$ cat config.mk
export PLATFORM = sky130hd
export DESIGN_NAME = cpm_root
export DESIGN_NICKNAME = d
export VERILOG_FILES = /design/src/hw/rtl/cpm_pkg.sv /design/src/hw/rtl/cpm_root.sv
export SDC_FILE = /design/constraint.sdc
export NUM_CORES = 2
export LEC_CHECK = 0
export BUFFER_PORTS_ARGS = -buffer_cell sky130_fd_sc_hd__buf_4
export CORE_AREA = 2 2 351 526
export DETAILED_ROUTE_END_ITERATION = 8
export DIE_AREA = 0 0 353 528
export GPL_ROUTABILITY_DRIVEN = 0
export PLACE_DENSITY = 0.64
export REMOVE_ABC_BUFFERS = 1
export SYNTH_ARGS = -nofsm -noshare
export SYNTH_HDL_FRONTEND = slang
export SYNTH_SLANG_ARGS = --single-unit
$ cat constraint.sdc
create_clock -name clk -period 3.39 [get_ports clk]
set_input_delay 0.5085 -clock clk [delete_from_list [all_inputs] [get_ports clk]]
set_output_delay 0.5085 -clock clk [all_outputs]
set_load 0.01 [all_outputs]
$ cat src/hw/rtl/cpm_pkg.sv
// Package for the complex power, magnitude and phasor unit.
// Widths, stage counts, the mode code and the sideband struct.
// No dependencies.
package cpm_pkg;

	localparam int SAMPLE_WIDTH = 16;
	localparam int FRAC_BITS    = SAMPLE_WIDTH - 1;
	localparam int MAG_W        = SAMPLE_WIDTH + 1;      // |sample|, holds 2^FRAC_BITS
	localparam int SQ_W         = 2 * FRAC_BITS + 1;     // one square, at most 2^30
	localparam int POW_W        = 2 * FRAC_BITS + 2;     // sum of squares, at most 2^31
	localparam int QUO_W        = 2 * FRAC_BITS + 1;     // a^2 * 2^30 / power, at most 2^30
	localparam int DIV_STAGES   = 2 * FRAC_BITS + 1;
	localparam int ROOT_W       = POW_W / 2;
	localparam int REM_W        = ROOT_W + 2;
	localparam int ROOT_STAGES  = ROOT_W;
	localparam int LANES        = 3;
	localparam int LANE_LEVEL   = 0;
	localparam int LANE_RE      = 1;
	localparam int LANE_IM      = 2;
	localparam int FRONT_STAGES = 3;
	localparam int LATENCY      = FRONT_STAGES + DIV_STAGES + ROOT_STAGES + 1;
	localparam int TAG_W        = 8;
	localparam int LEVEL_W      = 32;

	typedef enum logic {
		MODE_POWER     = 1'b0,
		MODE_MAGNITUDE = 1'b1
	} mode_t;

	// fields that ride alongside the arithmetic
	typedef struct packed {
		logic [TAG_W-1:0] tag;
		logic             last;
		logic             re_neg;
		logic             im_neg;
		logic [POW_W-1:0] power;
	} side_t;

endpackage

$ cat src/hw/rtl/cpm_root.sv
// Pipelined integer square root, one root bit per stage, three lanes.
// Depends on cpm_pkg.
module cpm_root import cpm_pkg::*; (
	input  logic              clk,
	input  logic              arst_n,
	input  logic              in_valid,
	input  side_t             in_side,
	input  logic [POW_W-1:0]  in_rad [LANES],
	output logic              out_valid,
	output side_t             out_side,
	output logic [ROOT_W-1:0] out_root [LANES]
);

	logic              valid_s [ROOT_STAGES];
	side_t             side_s  [ROOT_STAGES];
	logic [REM_W-1:0]  rem_s   [ROOT_STAGES][LANES];
	logic [ROOT_W-1:0] root_s  [ROOT_STAGES][LANES];
	logic [POW_W-1:0]  rad_s   [ROOT_STAGES][LANES];

	for (genvar k = 0; k < ROOT_STAGES; k++) begin : g_stage
		logic valid_p;
		side_t side_p;

		if (k == 0) begin : g_first
			assign valid_p = in_valid;
			assign side_p  = in_side;
		end else begin : g_next
			assign valid_p = valid_s[k-1];
			assign side_p  = side_s[k-1];
		end

		always_ff @(posedge clk or negedge arst_n) begin
			if (!arst_n) begin
				valid_s[k] <= 1'b0;
			end else begin
				valid_s[k] <= valid_p;
			end
		end

		always_ff @(posedge clk) begin
			side_s[k] <= side_p;
		end

		for (genvar l = 0; l < LANES; l++) begin : g_lane
			logic [REM_W-1:0]  rem_p;
			logic [ROOT_W-1:0] root_p;
			logic [POW_W-1:0]  rad_p;
			logic [REM_W+1:0]  cur, trial, diff;
			logic              ge;

			if (k == 0) begin : g_first
				assign rem_p  = '0;
				assign root_p = '0;
				assign rad_p  = in_rad[l];
			end else begin : g_next
				assign rem_p  = rem_s[k-1][l];
				assign root_p = root_s[k-1][l];
				assign rad_p  = rad_s[k-1][l];
			end

			// bring down two radicand bits, try (root << 2) | 1
			assign cur   = {rem_p, rad_p[POW_W-1 -: 2]};
			assign trial = (REM_W+2)'({root_p, 2'b01});
			assign ge    = cur >= trial;
			assign diff  = cur - trial;

			always_ff @(posedge clk) begin
				rem_s[k][l]  <= ge ? diff[REM_W-1:0] : cur[REM_W-1:0];
				root_s[k][l] <= {root_p[ROOT_W-2:0], ge};
				rad_s[k][l]  <= {rad_p[POW_W-3:0], 2'b00};
			end
		end
	end

	assign out_valid = valid_s[ROOT_STAGES-1];
	assign out_side  = side_s[ROOT_STAGES-1];
	for (genvar l = 0; l < LANES; l++) begin : g_out
		assign out_root[l] = root_s[ROOT_STAGES-1][l];
	end

endmodule

==> impl_metrics.toml <==
[run_status]
status = "finished clean"

[drt]
first_pass_iters = 8
drtAntennaViolNets = 0
vias = 49200
viasPerCell = 4.76
drc = 0
post_drt_wl_per_cell_um = 13.4
wirelength_mm = 138
drt-initial-drc-count = 1965

[clock_network]
cts.sinks = 2582
cts_max_level = 4
cts_setup_buffers = 0
clkTransAtPathRegs_ps = 70
root_buffer = "clkbuf_16"
cts_tree = "yes"
numCtsBuffers = 231
cts_buffer_depth = 4
clock_latency_ps = 910

[logic_synthesis]
seq_area_frac_synth = 0.636
synth_flop_cell = "dfxtp_1"
synth_cell_type_count = 88
synth_edf_count = 0
ys_seq_elements = 2582
syn_inst = 7178
synth_area_per_cell_um2 = 11.3
yosys_warnings = 0
synthArstFlopShare = 0.00620
syn_area_um2 = 81400

[die]
io_pins = 234
die-area_um2 = 186000
rows = 192
die_x_um = 353
core_um2 = 182000
die_h_um = 528
initial_utilization = 0.447

[sta]
skew_ps = 71.5
rsz0062_at_grt = "false"
post-route-min-period_ps = 3050
max_slew_margin = 0.245
worstMarginPinSlew_ps = 1130
setup_viol = 0
hold_slack_ps = 235
finalHoldViolCount = 0
drv_slew = 0
fmax_ghz = 0.328
period_share = 0.899

[setup_path]
cp-end-kind = "flip-flop"
worst-path-max-fanout = 15
worst_ep_required_time_ps = 4110
cp_cell_sequence = "inv_1, ha_1, nor2b_1, o21ai_0, nor2b_1, o311ai_1, nor3_1, inv_1, nor2_1, a21oi_1"
max_stage_delay_ps = 670
crit_slowest_cell = "nor3_1"
cp-start-kind = "flip-flop"
cp.arrival_ps = 3770
crit_type = "reg -> reg"

[placed_design]
place_inst = 9771
dp_hpwl_mm = 99.7
place_area_um2 = 86100
io_buffers = 233

[min_path]
hp-class = "in -> reg"

[finish]
drive_gt1_frac = 0.100
nNetsFinal = 8325
ff_latch_area_um2 = 51800
area_growth_syn_to_layout_pct = 17.4
multi_input_area_um2 = 27200
n_fill_cell = 15700
final_cells = 10300
final_util = 0.525
final_area_um2 = 95600

[global_route]
grt.overflow.total = 0
grt_pass1_wl_mm = 230
grt_max_degree = 31
grt_pass1_vias = 50100
grtUsageTotal = 0.146
antenna_found_initial = 3

[pwr]
leakagePower_uw = 0.0437
pwr_density_cell_nw_per_um2 = 782
total_power_uw = 74700
vdd_ir_drop_max_mv = 0.539

[run]
maxCapViolCount = 0
==> registers in the layout, indices dropped and copies added, names as in the netlist <==
register,flops
out_valid,1
rem_s,750
side_s,688
g_stage.valid_p,15
root_s,408
rad_s,720
==> layout make-up <==
class,instances,area share
clock inverters,111,0.0148
flip-flops and latches,2582,0.541
inverters,549,0.0216
well taps,2425,0.0317
repair buffers,411,0.0362
clock buffers,307,0.0692
multi-input cells,3949,0.285
diodes,1,0.0000262
==> report_power, final <==
group          internal (uW)  switching (uW)
registers              34700            2660
clock network          15700           10900
logic                   5130            5560
==> cell usage after synthesis (17+ instances only) <==
master    number  area share
o21a_1        80      0.0074
nor4_1        73      0.0056
or4_1         37      0.0034
o31a_1        18      0.0019
a31oi_1       25      0.0019
inv_1        547       0.025
mux2_2        65      0.0090
o31ai_1       37      0.0034
xor2_1       296       0.032
o211ai_1      36      0.0033
nand3_1       83      0.0051
nor2_1       455       0.021
ha_1         459       0.071
a21o_1        68      0.0063
o21bai_1      17      0.0016
nand2b_1      91      0.0070
xnor2_1      268       0.029
nor3_1       171       0.011
or3_1         77      0.0059
clkbuf_1      89      0.0041
nor2b_1       58      0.0045
nand4_1       55      0.0042
or2_2         33      0.0025
nand2_1      335       0.015
o21ai_0      348       0.021
a21oi_1      414       0.025
dfxtp_1     2566        0.63
a211oi_1      50      0.0046
nand3b_1      17      0.0016
and3_1        27      0.0021
==> cells by family after synthesis <==
| family | Yosys count | synth area share |
|---|---|---|
| adders and majority gates | 459 | 0.0705 |
| other | 1 | 0.0000461 |
| xor gates and xnor gates | 565 | 0.0609 |
| AOI/OAI and AO/OA | 1252 | 0.0945 |
| muxes | 84 | 0.0115 |
| DFF | 2582 | 0.636 |
| buffers and inverters | 649 | 0.0303 |
| and+or+nand+nor | 1586 | 0.0965 |
==> through the flow <==
stage	setup WS [ps]	setup TNS [ps]
after floorplan	-67.3	-200
after detailed placement	232	0
after global placement	222	0
final	341	0
after global routing	31.3	0
after CTS	215	0
==> final timing paths <==
check,start,to,slack (ps),cells after the start
hold reg to reg,side_s[0][168],side_s[0][211],290,0
hold / removal,in_rad[59],rad_s[0][57],230,2
setup reg to reg,root_s[7][0],rem_s[4][5],340,10
min in group asynchronous,arst_n,g_stage[13].valid_p,710,3
setup / recovery,root_s[7][0],rem_s[4][5],340,10
max in group asynchronous,arst_n,g_stage[2].valid_p,2190,3
==> layer usage <==
layer | part of all wire | track usage | routed length (um)
met5 | 0.000094 | 0 | 13
met4 | 0.052 | 0.0785 | 7190
met3 | 0.041 | 0.0268 | 5660
met2 | 0.51 | 0.275 | 70500
met1 | 0.40 | 0.151 | 54700
==> worst max-delay path: cells and delay by family (launching register included) <==
family | cells | cell delay, ps
fa+ha+maj | 1 | 350
simple gates | 4 | 1250
buf+inv | 2 | 460
flops | 1 | 340
compound gates | 3 | 510
==> cell usage in the layout (no fill, tap or decap), types with 27 or more instances in the layout <==
master         netlist  final
dfxtp_1           2566   2566
inv_1              547    547
ha_1               459    459
nor2_1             455    455
a21oi_1            414    413
o21ai_0            348    347
nand2_1            335    335
xor2_1             296    296
xnor2_1            268    268
buf_4                1    265
clkbuf_16            0    235
nor3_1             171    169
dlygate4sd3_1        0    145
nand2b_1            91     91
nand3_1             83     83
o21a_1              80     80
or3_1               77     77
nor4_1              73     73
a21o_1              68     68
mux2_2              65     65
nor2b_1             58     58
nand4_1             55     55
a211oi_1            50     50
clkbuf_8             0     47
or4_1               37     37
o31ai_1             37     37
o211ai_1            36     36
or2_2               33     33
clkinv_2             0     33
and3_1              27     27
==> what timing repair did <==
action | CTS | global route
hold endpoints to repair | 159 | 0
hold buffers | 145 | 0
gates resized for setup | 0 | 1
setup endpoints to repair | 0 | 1
(Power assumes the default switching activity.)
