==> src/hw/rtl/cpm_pkg.sv <==
// Package for the complex power, magnitude and phasor unit.
// Widths, stage counts, the mode code and the sideband struct.
// No dependencies.
package cpm_pkg;

	localparam int SAMPLE_WIDTH = 16;
	localparam int FRAC_BITS    = SAMPLE_WIDTH - 1;
	localparam int MAG_W        = SAMPLE_WIDTH + 1;      // |sample|, holds 2^FRAC_BITS
	localparam int SQ_W         = 2 * FRAC_BITS + 1;     // one square, at most 2^30
	localparam int POW_W        = 2 * FRAC_BITS + 2;     // sum of squares, at most 2^31
	localparam int QUO_W        = 2 * FRAC_BITS + 1;     // a^2 * 2^30 / power, at most 2^30
	localparam int DIV_STAGES   = 2 * FRAC_BITS + 1;
	localparam int ROOT_W       = POW_W / 2;
	localparam int REM_W        = ROOT_W + 2;
	localparam int ROOT_STAGES  = ROOT_W;
	localparam int LANES        = 3;
	localparam int LANE_LEVEL   = 0;
	localparam int LANE_RE      = 1;
	localparam int LANE_IM      = 2;
	localparam int FRONT_STAGES = 3;
	localparam int LATENCY      = FRONT_STAGES + DIV_STAGES + ROOT_STAGES + 1;
	localparam int TAG_W        = 8;
	localparam int LEVEL_W      = 32;

	typedef enum logic {
		MODE_POWER     = 1'b0,
		MODE_MAGNITUDE = 1'b1
	} mode_t;

	// fields that ride alongside the arithmetic
	typedef struct packed {
		logic [TAG_W-1:0] tag;
		logic             last;
		logic             re_neg;
		logic             im_neg;
		logic [POW_W-1:0] power;
	} side_t;

endpackage

==> src/hw/rtl/cpm_front.sv <==
// Front stages: absolute values, squares, power sum.
// Depends on cpm_pkg.
module cpm_front import cpm_pkg::*; (
	input  logic                    clk,
	input  logic                    arst_n,
	input  logic                    in_valid,
	input  logic [TAG_W-1:0]        in_tag,
	input  logic signed [SAMPLE_WIDTH-1:0] in_re,
	input  logic signed [SAMPLE_WIDTH-1:0] in_im,
	input  logic                    in_last,
	output logic                    out_valid,
	output side_t                   out_side,
	output logic [SQ_W-1:0]         out_num_re,
	output logic [SQ_W-1:0]         out_num_im
);

	logic [MAG_W-1:0] ext_re, ext_im, abs_re, abs_im;
	logic [MAG_W-1:0] a_s1, b_s1;
	logic             valid_s1, valid_s2, valid_s3;
	logic [TAG_W-1:0] tag_s1, tag_s2;
	logic             last_s1, last_s2, rneg_s1, rneg_s2, ineg_s1, ineg_s2;
	logic [2*MAG_W-1:0] asq_full, bsq_full;
	logic [SQ_W-1:0]  asq_s2, bsq_s2;
	side_t            side_s3;
	logic [SQ_W-1:0]  asq_s3, bsq_s3;

	// sign-extend and take magnitude
	assign ext_re = {in_re[SAMPLE_WIDTH-1], in_re};
	assign ext_im = {in_im[SAMPLE_WIDTH-1], in_im};
	assign abs_re = ext_re[MAG_W-1] ? (~ext_re + MAG_W'(1)) : ext_re;
	assign abs_im = ext_im[MAG_W-1] ? (~ext_im + MAG_W'(1)) : ext_im;

	assign asq_full = a_s1 * a_s1;
	assign bsq_full = b_s1 * b_s1;

	always_ff @(posedge clk or negedge arst_n) begin
		if (!arst_n) begin
			valid_s1 <= 1'b0;
			valid_s2 <= 1'b0;
			valid_s3 <= 1'b0;
		end else begin
			valid_s1 <= in_valid;
			valid_s2 <= valid_s1;
			valid_s3 <= valid_s2;
		end
	end

	always_ff @(posedge clk) begin
		// s1: magnitudes
		a_s1    <= abs_re;
		b_s1    <= abs_im;
		tag_s1  <= in_tag;
		last_s1 <= in_last;
		rneg_s1 <= in_re[SAMPLE_WIDTH-1];
		ineg_s1 <= in_im[SAMPLE_WIDTH-1];
		// s2: squares
		asq_s2  <= asq_full[SQ_W-1:0];
		bsq_s2  <= bsq_full[SQ_W-1:0];
		tag_s2  <= tag_s1;
		last_s2 <= last_s1;
		rneg_s2 <= rneg_s1;
		ineg_s2 <= ineg_s1;
		// s3: power
		side_s3.tag    <= tag_s2;
		side_s3.last   <= last_s2;
		side_s3.re_neg <= rneg_s2;
		side_s3.im_neg <= ineg_s2;
		side_s3.power  <= POW_W'(asq_s2) + POW_W'(bsq_s2);
		asq_s3 <= asq_s2;
		bsq_s3 <= bsq_s2;
	end

	assign out_valid  = valid_s3;
	assign out_side   = side_s3;
	assign out_num_re = asq_s3;
	assign out_num_im = bsq_s3;

endmodule

==> config.mk <==
export PLATFORM = sky130hd
export DESIGN_NAME = cpm_front
export DESIGN_NICKNAME = d
export VERILOG_FILES = /design/src/hw/rtl/cpm_pkg.sv /design/src/hw/rtl/cpm_front.sv
export SDC_FILE = /design/constraint.sdc
export NUM_CORES = 1
export LEC_CHECK = 0
export BUFFER_PORTS_ARGS = -buffer_cell sky130_fd_sc_hd__buf_2
export CORE_ASPECT_RATIO = 1.75
export CORE_MARGIN = 5
export CORE_UTILIZATION = 55
export CTS_BUF_LIST = sky130_fd_sc_hd__clkbuf_4 sky130_fd_sc_hd__clkbuf_8
export DETAILED_ROUTE_END_ITERATION = 7
export GPL_ROUTABILITY_DRIVEN = 0
export PLACE_DENSITY = 0.75
export SETUP_SLACK_MARGIN = 0.05
export SLEW_MARGIN = 20
export SYNTH_ARGS = -nofsm -noshare
export SYNTH_HDL_FRONTEND = slang
export SYNTH_SLANG_ARGS = --single-unit
==> constraint.sdc <==
create_clock -name clk -period 13.2 [get_ports clk]
set_input_delay 1.98 -clock clk [delete_from_list [all_inputs] [get_ports clk]]
set_output_delay 1.98 -clock clk [all_outputs]
set_load 0.005 [all_outputs]
==> results.json <==
{
  "status": "complete, no violations",
  "synth_cell_type_count": 61,
  "dp_hpwl_mm": 39.6,
  "dieWidth_um": 161,
  "grt_overflow": 0,
  "via_count": 15100,
  "nFillCells": 3253,
  "rsz0062_at_grt": "false",
  "area_growth_pct": 9.26,
  "cts_resized": 0,
  "ys_seq_elements": 222,
  "nNetsFinal": 3034,
  "dr.pass1.iters": 5,
  "crit_required_ns": 13.64,
  "wl_per_cell_um": 16.2,
  "hold_path.class": "flip-flop to flip-flop",
  "cts.sinks": 222,
  "grt_use_met1_pct": 23.2,
  "design.die.area_mm2": 0.0442,
  "worst-setup-path-type": "flip-flop to flip-flop",
  "worst_pin_slew_ns": 0.758,
  "post-route-util_pct": 60.3,
  "layout-drive-gt1-share_pct": 9.68,
  "fin_worst_skew_ns": 0.0282,
  "use_met3_pct": 3.13,
  "grt_pass1_wl_mm": 79.5,
  "synth_xor_area_share_pct": 4.91,
  "routed_wl_mm": 46.9,
  "io_pins": 150,
  "setup_ws_ns": 6.63,
  "syn_area_per_cell_um2": 9.80,
  "cts_buffer_depth": 3,
  "yosys_most_used_dff": "dfxtp_1",
  "cts_hold_buffers": 0,
  "synth_mux_area_share_pct": 0.103,
  "finalSetupViolations": 0,
  "tns_ns": 0,
  "synth-simple-area-share_pct": 9.61,
  "synth-compound-area-share_pct": 6.55,
  "synth_top_family_by_area": "adder cells",
  "fmax_mhz": 152,
  "syn_area_mm2": 0.0220,
  "hold_viol": 0,
  "cp-end-kind": "flip-flop",
  "drv_cap": 0,
  "top_usage_layer": "met2",
  "drc": 0,
  "met2_usage_pct": 42.7,
  "place_ws_ns": 6.71,
  "antenna_found_initial": 1,
  "worst_ep_arrival_time_ns": 7.01,
  "synthArstFlopShare_pct": 1.35,
  "numPortBuffers": 147,
  "fin_crit_sh_pct": 49.8,
  "maxSlewViolCount": 0,
  "die_h_um": 274,
  "start_util_pct": 55.2,
  "synthAdderAreaFrac_pct": 47.6,
  "drt_iter0_markers": 618,
  "gr-usage-all-layers_pct": 22.2,
  "design.core.area_mm2": 0.0398,
  "numCtsBuffers": 34,
  "yosys_warnings": 0,
  "clkTransAtPathRegs_ns": 0.06,
  "ant_nets": 0,
  "insertion_delay_ns": 0.56,
  "ys_seq_area_share_pct": 20.3,
  "postCtsSetupBuffers": 0,
  "cp-start-kind": "flip-flop",
  "maxSlewHeadroom_pct": 49.4,
  "synthCells": 2241,
  "grt_pass1_vias": 16900,
  "cp_max_fo": 17,
  "root_buffer": "clkbuf_8",
  "rows": 97,
  "final.min_clock_period_ns": 6.57,
  "synth_edf_count": 0,
  "reg2regPathDepth": 22,
  "hold_depth": 0,
  "cts_tree": "yes",
  "h-tree-depth": 2,
  "vias_per_cell": 5.19,
  "grt_max_degree": 20
}
==> worst max-delay path: stages (launching register included) <==
cell and delay [ns]:
dfxtp_1 0.73, nand2_1 0.19, fa_1 0.63, inv_1 0.07, fa_1 0.51, inv_1 0.06, fa_1 0.52, inv_1 0.05
fa_1 0.42, fa_1 0.52, inv_1 0.05, fa_1 0.48, inv_1 0.04, ha_1 0.37, nand4_1 0.18, o221ai_1 0.30
a32oi_2 0.17, nor3_1 0.31, o41ai_2 0.13, a211oi_1 0.34, a21o_1 0.19, a21oi_2 0.06, xnor2_1 0.13
==> cell type report <==
type | count | area [um2] | area share, %
Antenna cell | 1 | 2.50 | 0.0104
Clock buffer | 48 | 636 | 2.65
Clock inverter | 13 | 205 | 0.855
Inverter | 589 | 2210 | 9.21
Multi-Input combinational cell | 1388 | 15100 | 63.0
Sequential cell | 222 | 4460 | 18.6
Tap cell | 495 | 619 | 2.58
Timing Repair Buffer | 147 | 736 | 3.07
==> worst paths after layout <==
kind                              start         end  slack (ns)
worst max-delay path            b_s1[7]  bsq_s2[29]        6.63
worst min-delay path            last_s1     last_s2        0.32
worst max register to register  b_s1[7]  bsq_s2[29]        6.63
worst min register to register  last_s1     last_s2        0.32
max in group asynchronous        arst_n    valid_s2       11.87
min in group asynchronous        arst_n   out_valid        1.22
==> layer usage <==
metal	wire, um	vias to the layer above
li1	-	7000
met1	16200	7462
met2	26000	438
met3	2070	167
met4	2710	0
met5	0	-
==> cells in the mapped netlist (all sizes together), types with 3 or more instances <==
cell    number  share of area [%]
or2          7               0.20
ha         228                 13
o21a        20               0.68
a31oi        4               0.11
nor2        71                1.2
or4          3               0.10
dfxtp      219                 20
xor2        31                1.2
nand4        8               0.23
a211oi       7               0.24
o31a         3               0.13
a31o         3               0.12
and2       106                3.0
o41ai        6               0.27
clkbuf      43               0.73
or3          3              0.085
nand2      184                3.1
xnor2       92                3.7
and3         6               0.17
a21boi       3               0.10
dfrtp        3               0.34
o31ai        9               0.31
nor3        12               0.27
a21oi       51                1.2
nand3       15               0.34
inv        589                 10
nor2b       16               0.49
fa         380                 35
o21ai       40               0.93
o21bai       8               0.27
nand2b       7               0.20
a21o        33                1.1
==> logic make-up after synthesis <==
family,count (synthesis)
AND/OR/NAND/NOR,442
other,1
buffers and inverters,634
multiplexers,2
AO/OA/AOI/OAI,209
adder cells (fa/ha/maj),608
flip-flops,222
XOR/XNOR,123
==> layout by cell type, fill, tap and decap left out, types with 33 or more instances in the layout <==
cell	instances
and2_1	106
o21ai_0	36
xnor2_1	92
ha_1	228
inv_1	589
dfxtp_1	219
nor2_1	71
clkbuf_8	44
a21o_1	33
buf_2	147
a21oi_1	49
fa_1	380
nand2_1	184
==> through the flow <==
stage / cell area [um2] / hold WS (ns) / cells
6_report: 24000 / 0.317 / 2903
5_1_grt: 24000 / 0.320 / 2903
4_1_cts: 24000 / 0.317 / 2902
3_5_place_dp: 23100 / 0.312 / 2841
3_3_place_gp: 23100 / 0.310 / 2841
2_1_floorplan: 22000 / 0.310 / 2244
==> registers in the layout (all words and copies together), names as in the netlist, 8 cells and up <==
register,cells
asq_s2,30
bsq_s2,30
b_s1,17
tag_s2,8
a_s1,17
out_num_re,30
tag_s1,8
out_side,43
out_num_im,30
Power is left out: the tool's default activity adds up to more than one toggle a clock period on the data nets, which glitch-free logic cannot reach.
